`config.mk`:
```
export PLATFORM = sky130hd
export DESIGN_NAME = fat_directory_entry_parser_core
export DESIGN_NICKNAME = d
export VERILOG_FILES = /design/src/sv/fdep_pkg.sv /design/src/sv/fat_directory_entry_parser_core.sv /design/src/sv/fdep_assembler.sv /design/src/sv/fdep_decoder.sv
export VERILOG_INCLUDE_DIRS = /design/src /design/src/sv
export SDC_FILE = /design/constraint.sdc
export NUM_CORES = 1
export LEC_CHECK = 0
export ABC_AREA = 1
export BUFFER_PORTS_ARGS = -buffer_cell sky130_fd_sc_hd__buf_4
export CAP_MARGIN = 20
export CORE_AREA = 5 5 124 244
export CTS_BUF_LIST = sky130_fd_sc_hd__clkbuf_4
export CTS_CLUSTER_DIAMETER = 30
export DETAILED_ROUTE_END_ITERATION = 7
export DIE_AREA = 0 0 129 249
export PLACE_DENSITY = 0.89
export SLEW_MARGIN = 20
export SYNTH_ARGS = -nofsm -noshare
export SYNTH_HDL_FRONTEND = slang
export SYNTH_SLANG_ARGS = --single-unit
```
`constraint.sdc`:
```
create_clock -name clk_i -period 14 [get_ports clk_i]
set_input_delay 2.1 -clock clk_i [delete_from_list [all_inputs] [get_ports clk_i]]
set_output_delay 2.1 -clock clk_i [all_outputs]
set_load 0.1 [all_outputs]
```
`src/sv/fat_directory_entry_parser_core_assert.svh`:
```
// Assertion macros shared by the directory entry parser RTL.
// Checks are compiled out when SYNTHESIS is defined; clock is clk_i, reset is rst_ni.
`ifndef FAT_DIRECTORY_ENTRY_PARSER_CORE_ASSERT_SVH
`define FAT_DIRECTORY_ENTRY_PARSER_CORE_ASSERT_SVH

`ifndef SYNTHESIS
`define FDEP_ASSERT(lbl, prop, msg) \
  lbl: assert property (@(posedge clk_i) disable iff (!rst_ni) prop) else $error(msg);
`define FDEP_ASSERT_ALWAYS(lbl, prop, msg) \
  lbl: assert property (@(posedge clk_i) prop) else $error(msg);
`else
`define FDEP_ASSERT(lbl, prop, msg)
`define FDEP_ASSERT_ALWAYS(lbl, prop, msg)
`endif

`endif

```
`src/sv/fdep_pkg.sv`:
```
// Types and constants for the FAT directory entry parser.
// No dependencies; used by every module of the block.
package fdep_pkg;

  localparam int unsigned SlotBytes       = 32;
  localparam int unsigned PosW            = 5;
  localparam int unsigned SlotIdxW        = 10;
  localparam int unsigned MaxSlotsDefault = 1024;

  localparam logic [7:0] ByteDeleted  = 8'hE5;
  localparam logic [7:0] AttrLongName = 8'h0F;
  localparam logic [7:0] ByteEnd      = 8'h00;
  localparam logic [7:0] ByteSpace    = 8'h20;

  typedef logic [SlotBytes-1:0][7:0] slot_bytes_t;

  typedef struct packed {
    logic [7:0] data_byte;
    logic       region_start;
  } in_beat_t;

  typedef struct packed {
    logic [63:0]         entry_name;
    logic [23:0]         entry_extension;
    logic [7:0]          attribute_bits;
    logic [15:0]         create_time;
    logic [15:0]         create_date;
    logic [15:0]         access_date;
    logic [15:0]         write_time;
    logic [15:0]         write_date;
    logic [15:0]         start_cluster;
    logic [31:0]         file_bytes;
    logic [SlotIdxW-1:0] slot_index;
    logic                end_marker;
  } out_beat_t;

  typedef struct packed {
    logic                emit;
    logic                end_mark;
    logic [SlotIdxW-1:0] slot_index;
  } asm_status_t;

endpackage

```
`src/sv/fat_directory_entry_parser_core.sv`:
```
// FAT directory entry parser. Takes one directory byte per beat, one beat per clock
// with no gaps needed while in_stall_o is low, and groups bytes into 32-byte slots.
// The beat that completes a slot (or the zero first byte that ends the directory)
// goes first into the input register, then its slot decode into the result
// register. Throughput is one byte per clock while out_stall_i is low, set by the
// single decode stage between those two registers. Deleted slots, and long-name
// slots while skip_q is set (its reset value), give no result; a new region is marked by region_start.
// Depends on fdep_pkg, fdep_assembler, fdep_decoder and the assertion header.
`include "fat_directory_entry_parser_core_assert.svh"

module fat_directory_entry_parser_core #(
  parameter int unsigned MaxSlots = fdep_pkg::MaxSlotsDefault
) (
  input  logic                clk_i,
  input  logic                rst_ni,
  input  logic                cfg_we_i,
  input  logic                cfg_data_i,
  input  logic                in_valid_i,
  output logic                in_stall_o,
  input  fdep_pkg::in_beat_t  in_data_i,
  output logic                out_valid_o,
  input  logic                out_stall_i,
  output fdep_pkg::out_beat_t out_data_o
);

  logic                  skip_q;
  logic                  s1_valid_q, s1_valid_d;
  fdep_pkg::in_beat_t    s1_beat_q;
  logic                  out_valid_q, out_valid_d;
  fdep_pkg::out_beat_t   out_beat_q, result;
  logic                  advance, fire;
  fdep_pkg::slot_bytes_t slot_bytes;
  fdep_pkg::asm_status_t status;

  // result register can take a new value when empty or being drained
  assign advance    = !out_valid_q || !out_stall_i;
  assign fire       = s1_valid_q && advance;
  assign in_stall_o = s1_valid_q && !advance;

  assign s1_valid_d  = in_stall_o ? s1_valid_q : in_valid_i;
  assign out_valid_d = advance ? (fire && status.emit) : out_valid_q;

  always_ff @(posedge clk_i or negedge rst_ni) begin
    if (!rst_ni) begin
      skip_q      <= 1'b1;
      s1_valid_q  <= 1'b0;
      out_valid_q <= 1'b0;
    end else begin
      if (cfg_we_i) skip_q <= cfg_data_i;
      s1_valid_q  <= s1_valid_d;
      out_valid_q <= out_valid_d;
    end
  end

  always_ff @(posedge clk_i) begin
    if (!in_stall_o) s1_beat_q <= in_data_i;
    if (advance) out_beat_q <= result;
  end

  fdep_assembler #(
    .MaxSlots(MaxSlots)
  ) u_assembler (
    .clk_i      (clk_i),
    .rst_ni     (rst_ni),
    .fire_i     (fire),
    .beat_i     (s1_beat_q),
    .skip_long_i(skip_q),
    .bytes_o    (slot_bytes),
    .status_o   (status)
  );

  fdep_decoder u_decoder (
    .bytes_i (slot_bytes),
    .status_i(status),
    .result_o(result)
  );

  assign out_valid_o = out_valid_q;
  assign out_data_o  = out_beat_q;

  `FDEP_ASSERT(a_stall_needs_beat, in_stall_o |-> s1_valid_q, "input stalled while empty")
  `FDEP_ASSERT(a_end_is_bare,
    out_valid_o && out_data_o.end_marker |->
      out_data_o.slot_index == '0 && out_data_o.file_bytes == '0,
    "end marker carries entry fields")
  `FDEP_ASSERT(a_stage_moves, fire |=> !$past(out_stall_i && out_valid_q),
    "beat advanced into a stalled result register")

endmodule

```
`src/sv/fdep_assembler.sv`:
```
// Slot assembler: byte position, slot counter, end-of-directory flag and slot byte store.
// Depends on fdep_pkg and fat_directory_entry_parser_core_assert.svh.
`include "fat_directory_entry_parser_core_assert.svh"

module fdep_assembler #(
  parameter int unsigned MaxSlots = fdep_pkg::MaxSlotsDefault
) (
  input  logic                  clk_i,
  input  logic                  rst_ni,
  input  logic                  fire_i,
  input  fdep_pkg::in_beat_t    beat_i,
  input  logic                  skip_long_i,
  output fdep_pkg::slot_bytes_t bytes_o,
  output fdep_pkg::asm_status_t status_o
);

  localparam int unsigned SlotW    = fdep_pkg::SlotIdxW;
  localparam int unsigned PosW     = fdep_pkg::PosW;
  localparam int unsigned SlotMaxW = (1 << SlotW) - 1;
  localparam int unsigned LimitRaw = MaxSlots - 1;
  localparam logic [SlotW-1:0] SlotLimit =
    SlotW'((LimitRaw > SlotMaxW) ? SlotMaxW : LimitRaw);
  localparam logic [PosW-1:0] LastPos = PosW'(fdep_pkg::SlotBytes - 1);

  logic [PosW-1:0]  pos_q, pos_d, pos_eff;
  logic [SlotW-1:0] slot_q, slot_d, slot_eff;
  logic             ended_q, ended_d, ended_eff;
  logic [7:0]       store_q [fdep_pkg::SlotBytes];
  logic             end_cond, write_en, last_byte;

  always_comb begin
    pos_eff   = beat_i.region_start ? '0 : pos_q;
    slot_eff  = beat_i.region_start ? '0 : slot_q;
    ended_eff = beat_i.region_start ? 1'b0 : ended_q;

    end_cond  = !ended_eff && (pos_eff == '0) && (beat_i.data_byte == fdep_pkg::ByteEnd);
    write_en  = fire_i && !ended_eff && !end_cond;
    last_byte = (pos_eff == LastPos);

    pos_d   = pos_q;
    slot_d  = slot_q;
    ended_d = ended_q;
    status_o = '0;
    if (fire_i) begin
      pos_d   = pos_eff;
      slot_d  = slot_eff;
      ended_d = ended_eff;
      if (end_cond) begin
        ended_d           = 1'b1;
        status_o.emit     = 1'b1;
        status_o.end_mark = 1'b1;
      end else if (!ended_eff) begin
        if (!last_byte) begin
          pos_d = pos_eff + PosW'(1);
        end else begin
          pos_d = '0;
          if (slot_eff < SlotLimit) slot_d = slot_eff + SlotW'(1);
          status_o.slot_index = slot_eff;
          // drop deleted slots, and long-name slots when asked to
          status_o.emit = (store_q[0] != fdep_pkg::ByteDeleted) &&
                          !(skip_long_i && (store_q[11] == fdep_pkg::AttrLongName));
        end
      end
    end
  end

  always_ff @(posedge clk_i or negedge rst_ni) begin
    if (!rst_ni) begin
      pos_q   <= '0;
      slot_q  <= '0;
      ended_q <= 1'b0;
    end else begin
      pos_q   <= pos_d;
      slot_q  <= slot_d;
      ended_q <= ended_d;
    end
  end

  always_ff @(posedge clk_i) begin
    if (write_en) store_q[pos_eff] <= beat_i.data_byte;
  end

  // the last byte of a slot comes straight from the beat
  always_comb begin
    for (int k = 0; k < fdep_pkg::SlotBytes - 1; k++) bytes_o[k] = store_q[k];
    bytes_o[fdep_pkg::SlotBytes-1] = beat_i.data_byte;
  end

  `FDEP_ASSERT(a_ended_holds,
    ended_q && fire_i && !beat_i.region_start |=> $stable(pos_q) && $stable(slot_q),
    "state moved after end of directory")
  `FDEP_ASSERT(a_slot_limit, slot_q <= SlotLimit, "slot counter past its limit")
  `FDEP_ASSERT(a_emit_needs_fire, status_o.emit |-> fire_i, "result without a beat")

endmodule

```
`src/sv/fdep_decoder.sv`:
```
// Field decoder: turns one complete 32-byte slot, or an end mark, into a result beat.
// Depends on fdep_pkg only; purely combinational.
module fdep_decoder (
  input  fdep_pkg::slot_bytes_t bytes_i,
  input  fdep_pkg::asm_status_t status_i,
  output fdep_pkg::out_beat_t   result_o
);

  logic [63:0] name;
  logic [23:0] ext;
  logic [1:0]  ext_cnt;
  logic        stop;

  always_comb begin
    name = '0;
    stop = 1'b0;
    // cut the name at its first space
    for (int k = 0; k < 8; k++) begin
      if (bytes_i[k] == fdep_pkg::ByteSpace) stop = 1'b1;
      if (!stop) name[8*k +: 8] = bytes_i[k];
    end

    ext     = '0;
    ext_cnt = '0;
    // pack non-space extension bytes low first
    for (int k = 8; k < 11; k++) begin
      if (bytes_i[k] != fdep_pkg::ByteSpace) begin
        ext[{ext_cnt, 3'b000} +: 8] = bytes_i[k];
        ext_cnt = ext_cnt + 2'd1;
      end
    end
  end

  always_comb begin
    result_o = '0;
    if (status_i.end_mark) begin
      result_o.end_marker = 1'b1;
    end else begin
      result_o.entry_name      = name;
      result_o.entry_extension = ext;
      result_o.attribute_bits  = bytes_i[11];
      result_o.create_time     = {bytes_i[15], bytes_i[14]};
      result_o.create_date     = {bytes_i[17], bytes_i[16]};
      result_o.access_date     = {bytes_i[19], bytes_i[18]};
      result_o.write_time      = {bytes_i[23], bytes_i[22]};
      result_o.write_date      = {bytes_i[25], bytes_i[24]};
      result_o.start_cluster   = {bytes_i[27], bytes_i[26]};
      result_o.file_bytes      = {bytes_i[31], bytes_i[30], bytes_i[29], bytes_i[28]};
      result_o.slot_index      = status_i.slot_index;
    end
  end

endmodule
```
Yosys cells after proc, flatten, opt, wreduce, memory -nomap -nowiden
Memory sizes are Yosys's and may differ from the RTL's. A register that Yosys moved wholly into a read port is not among the register bits.
Index checks and enable logic that the tools add are counted.

word-level totals
  flip-flop bits (word level) = 167
  RAM bits = 256
  logic and storage cells = 112
  memories = 1

memory list
  name                 words  bits a word  read ports  clocked after memory_dff  write ports  line                  text
  u_assembler.store_q  32     8            27          15                        1            fdep_assembler.sv:28  logic [7:0] store_q [fdep_pkg::SlotBytes];

operators by class
  equal/unequal tests = 14
  reductions and logical operators = 27
  bitwise operators = 2
  magnitude comparators = 1
  shift operators = 4
  add/sub/neg operators = 5
  muxes and demuxes = 37

operators by type and width
  operator                                                                 count
  10-bit 2-to-1 mux                                                        8
  8-bit by 6-bit equality test with 1-bit output (second input constant)   8
  24-bit bitwise mux                                                       2
  24-bit 2-to-1 mux                                                        2
  8-bit by 7-bit variable shift with 24-bit output (first input constant)  2
  8-bit by 7-bit variable part select with 24-bit output                   2
  8-bit by 6-bit != test with 1-bit output (second input constant)         3
  5-bit 2-to-1 mux                                                         4
  1-bit 2-to-1 mux                                                         18
  2-bit OR reduction                                                       8
  12-bit 2-to-1 mux                                                        1
  10-bit by 1-bit adder with 10-bit output (second input constant)         1
  10-bit < comparator (second input constant)                              1
  1-bit logical AND                                                        9
  8-bit by 4-bit equality test with 1-bit output (second input constant)   1
  8-bit zero test                                                          1
  8-bit 2-to-1 mux                                                         1
  8-bit != test (second input constant)                                    1
  4-bit negation with 7-bit output                                         1
  5-bit negation with 7-bit output                                         1
  1-bit zero test                                                          6
  5-bit by 1-bit adder with 5-bit output (second input constant)           1
  5-bit equality test (second input constant)                              1
  5-bit zero test                                                          1
  other kinds (5)                                                          6

Longest topological paths before layout
An unclocked memory read counts as a cell.

  depth after elaboration = 11
  mapped depth = 15
  gate-level depth less buffers = 14

Cells and area by module
Synthesis repeated with hierarchy kept, for this count alone.

unflattened totals
  cells, all modules = 1,400
  area total of the unflattened synthesis = 19,100.8 um^2

modules (own cells, without submodules)
  module                           cells an instance  area an instance (um^2)  instances
  fdep_assembler                   528                9,092.5                  1
  fat_directory_entry_parser_core  259                7,452.1                  1
  fdep_decoder                     613                2,556.2                  1

Worst setup path before layout
Ideal clock, no wire load.

  kind = input to output
  start point = in out_stall_i
  end point = out in_stall_o
  data required time = 11.900 ns
  stages on the path = 2
  path slack = 2.079 ns
  buffers on the path = 0
  arrival = 9.821 ns
  path through = nand2_1 nor2_1

between the ends
  longest elaborated chain between the ends = 4

ends and longest elaborated chain
  what               line                                   text
  start, declared    fat_directory_entry_parser_core.sv:22  input logic out_stall_i,
  1-bit zero test    fat_directory_entry_parser_core.sv:36  assign advance = !out_valid_q || !out_stall_i;
  1-bit logical OR   fat_directory_entry_parser_core.sv:36
  1-bit zero test    fat_directory_entry_parser_core.sv:38  assign in_stall_o = s1_valid_q && !advance;
  1-bit logical AND  fat_directory_entry_parser_core.sv:38
  end, declared      fat_directory_entry_parser_core.sv:19  output logic in_stall_o,

No other way between the ends.

Worst setup path after layout
Same ends and word-level chain as after synthesis.

==> results.sh <==
export IMPL_outcome="complete, no violations"
export IMPL_start_util=0.633
export IMPL_die_height_um=249
export IMPL_r2r_setup_slack_ns=9.54
export IMPL_period_share=0.394
export IMPL_synth_seq_cells=479
export IMPL_power_density_nw_per_um2=130
export IMPL_io_buffers=251
export IMPL_grt_ovfl_total=0
export IMPL_clock_path_buffers=3
export IMPL_tns_ns=0
export IMPL_worstHoldStart="s1_valid_q$_DFFE_PN0N_"
export IMPL_grt_max_degree=86
export IMPL_fill_cells=1595
export IMPL_rows=87
export IMPL_synth_area_per_cell_um2=13.7
export IMPL_top_layer="met4"
export IMPL_grt_pass1_wl_um=61500
export IMPL_critPathRequiredTime_ns=11.90
export IMPL_antenna_found_initial=1
export IMPL_multiInputGateArea_um2=2420
export IMPL_stdcell_count=2053
export IMPL_wirelength_um=41600
export IMPL_chipWidth_um=129
export IMPL_via_count=11000
export IMPL_ys_top_cells_by_area="edfxtp_1 (78%), inv_1 (5.0%), nand2_1 (4.8%)"
export IMPL_firstDrtPassIters=6
export IMPL_nets=1641
export IMPL_num_io_pins=252
export IMPL_via_per_inst=5.35
export IMPL_worstSkewPairLatency_ns=0.78
export IMPL_htree_levels=3
export IMPL_cts_inserted_buffers=90
export IMPL_whs_endpoint="out_valid_o$_DFFE_PN0N_"
export IMPL_ant_nets=0
export IMPL_ys_types=35
export IMPL_cap_viol_max_count=0
export IMPL_gp_congestion=0.901
export IMPL_wl_per_cell_um=20.3
export IMPL_syn_inst=1296
export IMPL_wl_met2_um=22700
export IMPL_rr_startpoint="out_valid_o$_DFFE_PN0N_"
export IMPL_irDropWorstVdd_uv=86.0
export IMPL_synth_top_area_share=0.777
export IMPL_r2r_end="out_data_o[194]$_SDFFCE_PP0N_"
export IMPL_ys_seq_area_frac=0.803
export IMPL_cp_end_kind="output pin"
export IMPL_rsz0062_at_grt="no"
export IMPL_postLayoutCellArea_um2=21300
export IMPL_critPathLaunchType="input port"
export IMPL_place_hpwl_um=26900
export IMPL_post_dp_cell_area_um2=20100
export IMPL_clock_skew_ns=0.0460
export IMPL_coreArea_um2=28100
export IMPL_arrival_ns=3.42
export IMPL_setup_viol=0
export IMPL_tightest_slew_ns=1.07
export IMPL_area_growth_pct=19.7
export IMPL_period_minus_slack_ns=5.52
export IMPL_drt_met1_wl_um=12700
export IMPL_layout_commonest_cell="edfxtp_1"
export IMPL_hold_path_depth=2
export IMPL_clock_sinks=479
export IMPL_hold_buffers=0
export IMPL_drc=0
export IMPL_synth_edf_count=460
export IMPL_fmax_mhz=181
export IMPL_maxSlewViolCount=0
export IMPL_ctsResizeCount=0
export IMPL_final_cell_mix="edfxtp_1 (460), buf_4 (263), inv_1 (239), nand2_1 (225), nor2_1 (153)"
export IMPL_root_buffer="clkbuf_4"
export IMPL_postCtsSetupBuffers=0
export IMPL_layout_drive_gt1_share=0.253
export IMPL_holdCritPathClass="register to register"
export IMPL_yosys_area_top_type="edfxtp_1"
export IMPL_grt_pass1_vias=11100
export IMPL_drtIter0Drc=907
export IMPL_reg2reg_depth=11
export IMPL_synthArstFlopShare=0.0397
export IMPL_synthFlopType="edfxtp_1"
export IMPL_dieArea_um2=32100
export IMPL_p_leak_uw=0.00935
export IMPL_post_place_cells=1883
export IMPL_dr_wl_met3_um=3290
export IMPL_yosys_warnings=0
export IMPL_grt_usage=0.259
export IMPL_syn_num_nets=1318
export IMPL_synth_area_um2=17800
export IMPL_crit_type="input port to output pin"
export IMPL_register_area_um2=14300
export IMPL_max_slew_margin=0.287
export IMPL_cts_tree="built"
export IMPL_timing_hold_violations_final=0
export IMPL_path_clk_slew_ns=0.07
export IMPL_cp_max_fo=78
final cells by class:
class,instances,area share
Inverter,249,0.0439
Clock buffer,120,0.0423
Sequential cell,479,0.671
Tap cell,356,0.0209
Clock inverter,49,0.0153
Antenna cell,1,0.000118
Timing Repair Buffer,263,0.0927
Multi-Input combinational cell,536,0.114
worst max-delay path by stage:
| stage | start | to | slack (ns) |
|---|---|---|---|
| after global routing | out_stall_i | out_data_o[191]$_SDFFCE_PP0N_ | 8.17 |
| after CTS | out_stall_i | in_stall_o | 8.42 |
| after global placement | out_stall_i | out_data_o[194]$_SDFFCE_PP0N_ | 7.83 |
| after floorplan | out_stall_i | in_stall_o | 2.08 |
| after detailed placement | out_stall_i | out_data_o[194]$_SDFFCE_PP0N_ | 7.66 |
| final | out_stall_i | in_stall_o | 8.48 |
synth_stat cells (all sizes together) (14+ instances only):
cell and number:
nand3 44, nand4 14, inv 249, a21oi 21, buf 15, nor3 21
nand2 231, edfxtp 460, nor2 158, nor4 14, dfrtp 18, clkbuf 17
power breakdown:
part           leakage (uW)  internal (uW)  switching, uW
Clock              0.000716            498            508
Sequential          0.00481           1590           10.9
Combinational       0.00383           29.1            136
Total               0.00935           2110            655
worst max-delay path, stage by stage:
cell and delay (ns):
buf_4 0.09, nand2_4 0.48, nor2_1 0.39, buf_4 0.35
per-layer routing:
layer  GRT usage  up-vias
met3      0.0558      149
met2       0.463      648
met5           0        -
met4       0.174        0
met1       0.264     5182
li1            -     5013
registers in the layout, summed over array words and instances (netlist names):
signal and count:
out_data_o 235, out_valid_o 1, s1_beat_q 9, s1_valid_q 1, skip_q 1, u_assembler.ended_q 1, u_assembler.pos_q 5, u_assembler.slot_q 10
u_assembler.store_q 216
per-stage QoR:
| stage | setup WS, ns | util | total power [uW] | hold slack (ns) |
|---|---|---|---|---|
| after floorplan | 2.08 | - | 1740 | 0.441 |
| after global placement | 7.83 | 0.715 | 1790 | 0.452 |
| after detailed placement | 7.66 | 0.715 | 1790 | 0.480 |
| after CTS | 8.42 | 0.758 | 2780 | 0.483 |
| after global routing | 8.17 | 0.758 | 2870 | 0.507 |
| final | 8.48 | 0.758 | 2770 | 0.483 |
kinds of logic after synthesis:
kind of cell | share of synthesized area
simple gates | 0.117
compound gates | 0.0116
flops | 0.803
fa+ha+maj | 0.00492
buf+inv | 0.0608
xor+xnor | 0.00246
(Power assumes the default switching activity.)
